$ cat src/rtl/mbfb_pkg.sv
// Shared constants, types and control structures of the memory bus with bitmap framebuffer.
package mbfb_pkg;

  // Default sizes of the memories and of the screen.
  localparam int RAM_BYTES_DEF     = 65536;
  localparam int VRAM_BYTES_DEF    = 16384;
  localparam int ROM_BYTES_DEF     = 65536;
  localparam int SCREEN_WIDTH_DEF  = 640;
  localparam int SCREEN_HEIGHT_DEF = 200;
  localparam int ROW_BYTES_DEF     = 80;

  // Field widths.
  localparam int ADDR_W     = 20;
  localparam int PORT_W     = 16;
  localparam int BYTE_W     = 8;
  localparam int COORD_W    = 12;
  localparam int CMD_W      = 3;
  localparam int CFG_IW     = 3;
  localparam int CFG_DW     = 20;
  // Pixel byte index: an 11-bit row times a row length of up to 1024, plus a column byte.
  localparam int PIX_W      = 21;
  localparam int IN_DATA_W  = 72;
  localparam int OUT_DATA_W = 24;

  // Register reset values.
  localparam logic [ADDR_W-1:0] ADDR_MASK_RST  = 20'hFFFFF;
  localparam logic [ADDR_W-1:0] RAM_START_RST  = 20'h00000;
  localparam logic [ADDR_W-1:0] VRAM_START_RST = 20'hB8000;
  localparam logic [ADDR_W-1:0] ROM_START_RST  = 20'hF0000;
  localparam logic [PORT_W-1:0] DBG_PORT_RST   = 16'h00E9;

  // Byte constants.
  localparam logic [BYTE_W-1:0] BYTE_ONES = 8'hFF;
  localparam logic [BYTE_W-1:0] BYTE_ZERO = 8'h00;
  localparam logic [BYTE_W-1:0] PIX_MSB   = 8'h80;

  // Configuration register indexes.
  localparam logic [CFG_IW-1:0] CFG_ADDR_MASK  = 3'd0;
  localparam logic [CFG_IW-1:0] CFG_RAM_START  = 3'd1;
  localparam logic [CFG_IW-1:0] CFG_VRAM_START = 3'd2;
  localparam logic [CFG_IW-1:0] CFG_ROM_START  = 3'd3;
  localparam logic [CFG_IW-1:0] CFG_DBG_PORT   = 3'd4;

  // Bus commands.
  typedef enum logic [CMD_W-1:0] {
    CMD_MEM_RD   = 3'd0,
    CMD_MEM_WR   = 3'd1,
    CMD_IO_RD    = 3'd2,
    CMD_IO_WR    = 3'd3,
    CMD_ROM_LOAD = 3'd4,
    CMD_PIX_WR   = 3'd5,
    CMD_PIX_RD   = 3'd6,
    CMD_FILL     = 3'd7
  } cmd_t;

  // Commands from the controller to the datapath.
  typedef struct packed {
    logic capture;
    logic decode;
    logic access;
    logic modify;
    logic clear;
    logic fill;
    logic load_out;
  } ctrl_t;

  // Status from the datapath to the controller.
  typedef struct packed {
    cmd_t cmd;
    logic clear_last;
    logic fill_last;
    logic out_free;
  } stat_t;

endpackage

$ cat src/rtl/mbfb_ctrl.sv
// Controller state machine that sequences reset clearing, bus transactions and screen fills.
module mbfb_ctrl (
  input  logic            clk,
  input  logic            rst_n,
  input  logic            in_tvalid,
  output logic            in_tready,
  input  mbfb_pkg::stat_t stat,
  output mbfb_pkg::ctrl_t ctl
);

  typedef enum logic [6:0] {
    ST_CLEAR  = 7'b0000001,
    ST_IDLE   = 7'b0000010,
    ST_DECODE = 7'b0000100,
    ST_ACCESS = 7'b0001000,
    ST_MODIFY = 7'b0010000,
    ST_FILL   = 7'b0100000,
    ST_DONE   = 7'b1000000
  } state_t;

  state_t state_r;
  state_t state_nxt;

  assign in_tready = (state_r == ST_IDLE);

  // Next state and datapath commands.
  always_comb begin
    state_nxt = state_r;
    ctl       = '0;
    case (state_r)
      ST_CLEAR: begin
        ctl.clear = 1'b1;
        if (stat.clear_last) begin
          state_nxt = ST_IDLE;
        end
      end
      ST_IDLE: begin
        ctl.capture = in_tvalid;
        if (in_tvalid) begin
          state_nxt = ST_DECODE;
        end
      end
      ST_DECODE: begin
        ctl.decode = 1'b1;
        state_nxt  = ST_ACCESS;
      end
      ST_ACCESS: begin
        ctl.access = 1'b1;
        case (stat.cmd)
          mbfb_pkg::CMD_PIX_WR: state_nxt = ST_MODIFY;
          mbfb_pkg::CMD_FILL:   state_nxt = ST_FILL;
          default:              state_nxt = ST_DONE;
        endcase
      end
      ST_MODIFY: begin
        ctl.modify = 1'b1;
        state_nxt  = ST_DONE;
      end
      ST_FILL: begin
        ctl.fill = 1'b1;
        if (stat.fill_last) begin
          state_nxt = ST_DONE;
        end
      end
      ST_DONE: begin
        ctl.load_out = stat.out_free;
        if (stat.out_free) begin
          state_nxt = ST_IDLE;
        end
      end
      default: begin
        state_nxt = ST_IDLE;
      end
    endcase
  end

  // State register.
  always_ff @(posedge clk) begin
    if (!rst_n) begin
      state_r <= ST_CLEAR;
    end else begin
      state_r <= state_nxt;
    end
  end

endmodule

$ cat config.mk
export PLATFORM = sky130hd
export DESIGN_NAME = mbfb_ctrl
export DESIGN_NICKNAME = d
export VERILOG_FILES = /design/src/rtl/mbfb_pkg.sv /design/src/rtl/mbfb_ctrl.sv
export SDC_FILE = /design/constraint.sdc
export NUM_CORES = 1
export LEC_CHECK = 0
export BUFFER_PORTS_ARGS = -buffer_cell sky130_fd_sc_hd__buf_2
export CAP_MARGIN = 10
export CORE_AREA = 4 4 41 43
export DETAILED_ROUTE_END_ITERATION = 8
export DIE_AREA = 0 0 45 47
export HOLD_SLACK_MARGIN = 0.02
export MAX_ROUTING_LAYER = met4
export PLACE_DENSITY = 0.59
export SLEW_MARGIN = 40
export SYNTH_ARGS = -nofsm -noshare
export SYNTH_HDL_FRONTEND = slang
export SYNTH_SLANG_ARGS = --single-unit
$ cat constraint.sdc
create_clock -name clk -period 2.3 [get_ports clk]
set_clock_uncertainty 0.1 [all_clocks]
set_input_delay 0 -clock clk [delete_from_list [all_inputs] [get_ports clk]]
set_output_delay 0 -clock clk [all_outputs]
set_load 0.02 [all_outputs]
==> results.toml, run 1 <==
[status]
status = "complete, no violations"

[synthesis]
ys.warnings.count = 0
yosysMostFrequentCell = "dfxtp_1"
yosys_register_bits = 7
synthTopCellsByArea = "dfxtp_1 (31%), nor4b_1 (7.9%), nand2_1 (5.1%)"
syn_inst = 53
netlist.area_leader.share_pct = 31.5
netlist_area_um2 = 445
synthArstFlopShare_pct = 0
synth.avg_cell_area_um2 = 8.40
yosys_most_used_dff = "dfxtp_1"
yosys.area.top_type = "dfxtp_1"
synth_common_cells = "dfxtp_1 (7), nand2_1 (6), nor2_1 (5)"
synth-edff-count = 0
synth-seq-area-share_pct = 31.5
yosysUniqueCellTypes = 26
synth_nets = 62

[place]
place_ws_ps = 497
dp_hpwl_um = 854
dpl_cell_area_um2 = 526
port_buffers = 16
gp_congestion = 0.785

[clock_network]
post-cts-setup-buffers = 0
htree_levels = 1
cts_num_sinks = 7
root_buffer = "clkbuf_4"
clk_pin_slew_ps = 50
post_cts_resized = 0
numCtsBuffers = 3
cts_tree = "done"
clkLatencyLatePin_ps = 250
cts.path.max_buffers = 2

[setup_path]
r2r_setup_slack_ps = 250
end_kind = "register"
critPathKind = "register to register"
path_delay_family = "simple AND/OR/NAND/NOR gates"
crit_path_max_incr_delay_ps = 570
path_buf_inv = 1
worstPathRequired_ps = 2390
path_cells = "nor4_1 > and3_4 > nand3_1 > nor3_1 > dlygate4sd3_1"
cp_slowest_cell = "dlygate4sd3_1"
crit_arrival_ps = 2140
worstSetupStartpointType = "register"
crit_fanout = 8

[floorplan]
dieArea_um2 = 2120
die_h_um = 47
io_pins = 17
die_w_um = 45
core_um2 = 1300
rows = 13
initial_utilization_pct = 34.2

[pwr]
peakVddDrop_v = 0.000287
power.density_nw_per_um2 = 469
design_power_total_uw = 301
p_leak_uw = 0.000292

[sta]
fin_ws_ps = 252
finalHoldViolations = 0
hold_slack_ps = 107
timing.final.crit_share_pct = 89.0
rsz0062_at_grt = "false"
drv_slew = 0
worst_slew_pin_slew_ps = 373
relSlewSlack_pct = 74.9
setup_viol = 0
setup_tns_ps = 0
clock.fmax_ghz = 0.488
post-route-min-period_ps = 2050

[detailed_routing]
routed_wl_mm = 1.14
avgViaCountPerCell = 5.20
first_pass_iters = 4
antenna_left = 0
vias = 494
drc_errors = 0
wl_per_cell_um = 12.0
first_iter_violations = 12

[global_route]
grt_pass1_vias = 482
grt_usage_pct = 13.7
grt_max_degree = 10
grt_pass1_wl_mm = 2.02
grt_remaining_overflow = 0
antenna_found_initial = 0

[cells_and_area]
largest_reg_flops = 7
top_regs = "state_r: 7 flops"
fin_area_um2 = 642
diodes = 0
syn2layout_area_growth_pct = 44.1
regMostFlops = "state_r"
drive_above_1_share_pct = 28.7
finalNetCount = 90

[min_path]
hold_class = "primary input to register"

[run]
maxCapViolations = 0
-- worst reg2reg max path, cell delays in order, from the launching register on --
cell and delay, ps:
dfxtp_1 370, nor4_1 410, and3_4 270, nand3_1 80
nor3_1 180, dlygate4sd3_1 570
-- stage by stage --
stage               cells  utilization (%)
finish                 95             49.3
global route           95             49.3
CTS                    95             49.3
detailed placement     82             40.4
global placement       82             40.4
floorplan              53                -
-- path summary, 6_finish.rpt --
check,endpoint,start,cells past startpoint
worst min register to register,state_r[3],state_r[2],2
worst max register to register,state_r[4],state_r[6],5
worst max-delay path,state_r[4],state_r[6],5
worst min-delay path,state_r[6],stat[3],4
-- report_power, final --
group	switching, µW	internal [µW]	total, µW	leakage, µW
Sequential	6.22	126	132	0.0000571
Combinational	29.1	30.5	59.7	0.000220
Clock	43.5	66.1	110	0.0000150
Total	78.9	222	301	0.000292
-- metal layers --
layer	routed length [µm]	vias up	GRT usage, %
met2	603	12	22.6
met5	0	-	-
li1	-	255	-
met1	478	225	16.0
met4	12	0	7.02
met3	42	2	2.30
-- logic make-up (layout without fill, tap and decap cells) --
group,count (synthesis),in the layout,share of synthesized area (%)
buf+inv,5,32,6.74
simple gates,33,33,46.6
xor+xnor,2,2,3.93
flops,7,7,31.5
compound gates,6,6,11.2
-- what timing repair did --
action                     in CTS  in global routing
hold buffers                    9                  0
hold endpoints to repair        7                  0
setup endpoints to repair       0                  0
-- cell usage in the layout (no fill, tap or decap) --
cell type	instances
nor4b_1	4
nand2_1	6
and4b_2	1
xnor2_1	1
inv_1	3
nand4b_1	2
nor4_1	3
o21ai_0	1
buf_2	16
nor2_1	5
clkbuf_1	1
clkbuf_4	3
a21oi_1	1
and3_4	1
nand4_1	2
or3_1	1
a21boi_1	1
xor2_1	1
o2bb2ai_1	1
o32ai_2	1
dlygate4sd3_1	9
or4_4	1
and2b_1	1
o211ai_1	1
dfxtp_1	7
nor3_1	2
and4b_1	1
nand3_1	3
-- final cells by class --
type,count,area (µm²)
fill,137,659
multi-input combinational,41,275
timing repair buffer,25,170
sequential,7,140
clock buffer,4,26.3
tap,15,18.8
inverter,3,11.3
No activity file was read; power rests on OpenSTA's default activity.
==> inputs of run 2 (changes only) <==
PLACE_DENSITY = 0.61   (was 0.59)
clock period = 1.8 ns   (was 2.3 ns; I/O delays follow)
==> results.toml, run 2 (synthesis gave the netlist of run 1 again) <==
[detailed_routing]
first_pass_iters = 4
wl_per_cell_um = 11.6
antenna_left = 0
first_iter_violations = 10
vias = 509
routed_wl_mm = 1.12
avgViaCountPerCell = 5.25
drc_errors = 0

[floorplan]
core_um2 = 1300
rows = 13
io_pins = 17
die_h_um = 47
initial_utilization_pct = 34.2
dieArea_um2 = 2120
die_w_um = 45

[cells_and_area]
top_regs = "state_r: 7 flops"
largest_reg_flops = 7
drive_above_1_share_pct = 32.9
regMostFlops = "state_r"
diodes = 0
fin_area_um2 = 659
finalNetCount = 92
fin_cells = 97
final_cell_mix = "buf_2 (16), dlygate4sd3_1 (8), dfxtp_1 (7)"
syn2layout_area_growth_pct = 48.0
layout_commonest_cell = "buf_2"

[min_path]
hold_end = "state_r[2]"
hp-start = "stat[2]"
holdPathStages = 5
hold_class = "primary input to register"

[setup_path]
critPathKind = "register to register"
crit_fanout = 7
worstSetupStartpointType = "register"
worstPathRequired_ps = 1890
cp_slowest_cell = "dlygate4sd3_1"
r2r-start = "state_r[3]"
path_cells = "buf_4 > nor4b_1 > nand3_1 > nand2_1 > dlygate4sd3_1"
end_kind = "register"
rr_worst_depth = 5
r2r_setup_slack_ps = 80
crit_path_max_incr_delay_ps = 540
reg2reg_to = "state_r[0]"
crit_arrival_ps = 1810

[place]
dp_hpwl_um = 826
port_buffers = 16
gp_congestion = 0.798
placedCellCount = 85
dpl_cell_area_um2 = 548

[sta]
setup_tns_ps = 0
drv_slew = 0
relSlewSlack_pct = 72.1
clock.fmax_ghz = 0.581
finalHoldViolations = 0
timing.final.crit_share_pct = 95.6
setup_viol = 0
worst_slew_pin_slew_ps = 415
post-route-min-period_ps = 1720
rsz0062_at_grt = "false"

[global_route]
grt_remaining_overflow = 0
grt_max_degree = 10
met3_usage_pct = 1.53
use_met2_pct = 20.6
grt_pass1_wl_mm = 1.88
busiest_layer = "met2"
antenna_found_initial = 0
grt_usage_pct = 12.5
grtUsageMet1_pct = 14.6
grt_pass1_vias = 465

[clock_network]
numCtsBuffers = 3
root_buffer = "clkbuf_4"
cts_num_sinks = 7
cts_tree = "done"
clk_pin_slew_ps = 50
cts.path.max_buffers = 2
htree_levels = 1
clkLatencyLatePin_ps = 240

[status]
status = "complete, no violations"

[run]
maxCapViolations = 0

[pwr]
p_leak_uw = 0.000306
peakVddDrop_v = 0.000328
power.density_nw_per_um2 = 588
[run 2: area by class of cell]
type | instances | area (µm²)
Sequential cell | 7 | 140
Fill cell | 135 | 642
Tap cell | 15 | 18.8
Timing Repair Buffer | 27 | 183
Inverter | 3 | 11.3
Clock buffer | 4 | 26.3
Multi-Input combinational cell | 41 | 280
[run 2: worst max-delay path: cells and delay by family, from the launching register on]
family                 cells  cell delay, ps
DFF                        1             310
and+or+nand+nor            3             560
buffers and inverters      2             690
[run 2: power by group]
part	switching, µW	internal (µW)	total (µW)
logic	43.2	44.7	87.9
registers	4.46	161	165
clock network	50.4	84.1	135
total	98.1	290	388
[run 2: how the worst max path moves through the flow]
stage | startpoint | endpoint | cells past startpoint
6_report | state_r[3] | state_r[0] | 5
5_1_grt | state_r[2] | ctl[3] | 3
4_1_cts | state_r[1] | state_r[6] | 4
3_5_place_dp | state_r[1] | state_r[6] | 4
3_3_place_gp | state_r[1] | state_r[6] | 4
2_1_floorplan | state_r[1] | ctl[1] | 2
[run 2: stage by stage]
step           setup WS, ps  util (%)  total power (µW)  hold WS (ps)
4_1_cts                34.5      50.3               392           172
3_5_place_dp           56.7      42.1               241          85.2
5_1_grt                11.0      50.7               408           223
2_1_floorplan          38.7         -               211         -38.1
6_report               78.3      50.7               388           184
3_3_place_gp           80.7      42.1               240          81.1
[run 2: metal layers]
layer | part of all wire [%] | vias to the layer above | wire [µm]
met5 | 0 | - | 0
met4 | 0.89 | 0 | 10
met3 | 3.2 | 2 | 36
met2 | 53 | 8 | 599
met1 | 42 | 239 | 476
li1 | - | 260 | -
[run 2: timing repair]
item / in CTS / in global routing
resized for setup: 0 / 1
setup endpoints to repair: 0 / 1
endpoints found under the hold margin: 7 / 0
setup buffers: 0 / 0
hold buffers: 8 / 0
==> inputs of run 3 (changes only) <==
GPL_TIMING_DRIVEN = 0   (was not set)
==> results.toml, run 3 (synthesis gave the netlist of run 1 again) <==
[sta]
post-route-min-period_ps = 1770
clock.fmax_ghz = 0.564
rsz0062_at_grt = "true"
setup_tns_ps = 0
relSlewSlack_pct = 73.9
timing.final.crit_share_pct = 98.6
finalHoldViolations = 0
fin_ws_ps = 25.5
drv_slew = 0
worst_slew_pin_slew_ps = 389
setup_viol = 0

[place]
placedCellCount = 84
gp_congestion = 0.702
dpl_cell_area_um2 = 544
dp_hpwl_um = 841
port_buffers = 16
place_ws_ps = -33.6

[clock_network]
numCtsBuffers = 3
cts.path.max_buffers = 2
clk_pin_slew_ps = 50
clkLatencyLatePin_ps = 250
htree_levels = 1
cts_tree = "done"
root_buffer = "clkbuf_4"
post-cts-setup-buffers = 0
cts_num_sinks = 7

[setup_path]
end_kind = "register"
r2r_setup_slack_ps = 30
worstPathRequired_ps = 1860
worstSetupStartpointType = "register"
crit_fanout = 7
critPathKind = "register to register"
crit_arrival_ps = 1840

[detailed_routing]
drc_errors = 0
first_iter_violations = 11
wl_per_cell_um = 11.8
vias = 502
routed_wl_mm = 1.13
antenna_left = 0
first_pass_iters = 4
avgViaCountPerCell = 5.23

[cells_and_area]
fin_cells = 96
drive_above_1_share_pct = 35.8
layout_commonest_cell = "buf_2"
largest_reg_flops = 7
finalNetCount = 91
fin_area_um2 = 662
regMostFlops = "state_r"
final_cell_mix = "buf_2 (16), dlygate4sd3_1 (8), nand2_1 (6)"
syn2layout_area_growth_pct = 48.6
top_regs = "state_r: 7 flops"
diodes = 0

[global_route]
antenna_found_initial = 0
grt_pass1_wl_mm = 1.95
grt_remaining_overflow = 0
met3_usage_pct = 1.15
grt_usage_pct = 13.2
busiest_layer = "met2"
grtUsageMet1_pct = 16.0
use_met2_pct = 20.9
grt_pass1_vias = 469
grt_max_degree = 10

[min_path]
hold_class = "primary input to register"

[pwr]
design_power_total_uw = 387
power.density_nw_per_um2 = 585
peakVddDrop_v = 0.000324
p_leak_uw = 0.000303

[floorplan]
die_h_um = 47
initial_utilization_pct = 34.2
dieArea_um2 = 2120
core_um2 = 1300
die_w_um = 45
rows = 13
io_pins = 17

[run]
maxCapViolations = 0

[status]
status = "complete, no violations"
## run 3: changes by cell type in the layout (fill, tap and decap cells not counted), sizes merged
cell / delta
buf: -1
## run 3: metal layers
| metal | part of all wire [%] | vias to the layer above |
|---|---|---|
| met5 | 0 | - |
| met4 | 0.79 | 0 |
| met3 | 3.3 | 2 |
| met2 | 53 | 12 |
| met1 | 43 | 229 |
| li1 | - | 259 |
## run 3: stage by stage
stage               hold slack [ps]  util, %
finish                          183     50.9
global route                    242     50.9
CTS                             173     50.8
detailed placement             90.1     41.8
global placement               81.7     41.8
floorplan                     -38.1        -
## run 3: cell type report
class / count / area, µm²
inverter: 3 / 11.3
tap: 15 / 18.8
clock buffer: 4 / 26.3
buffer: 2 / 18.8
timing repair buffer: 24 / 160
fill: 127 / 639
multi-input combinational: 41 / 280
sequential: 7 / 146
## run 3: repair_timing
item	4_1_cts	5_1_grt
hold buffers	8	0
setup endpoints to repair	1	3
pin swaps	2	1
resized for setup	4	1
hold endpoints to repair	7	0
## run 3: final timing paths
path	start	to	cells past startpoint
min	stat[2]	state_r[3]	5
max	state_r[1]	state_r[6]	4
min reg2reg	state_r[2]	state_r[3]	2
max reg2reg	state_r[1]	state_r[6]	4
## run 3: worst max-delay path, cell delays in order, from the launching register on
cell and delay, ps:
dfxtp_2 340, or4_4 560, or3_4 360, a21boi_1 150, o32ai_2 180
## run 3: where the power goes
| group | internal [µW] | switching [µW] |
|---|---|---|
| registers | 161 | 8.16 |
| logic | 40.6 | 38.0 |
| clock network | 84.4 | 55.3 |
| total | 286 | 101 |
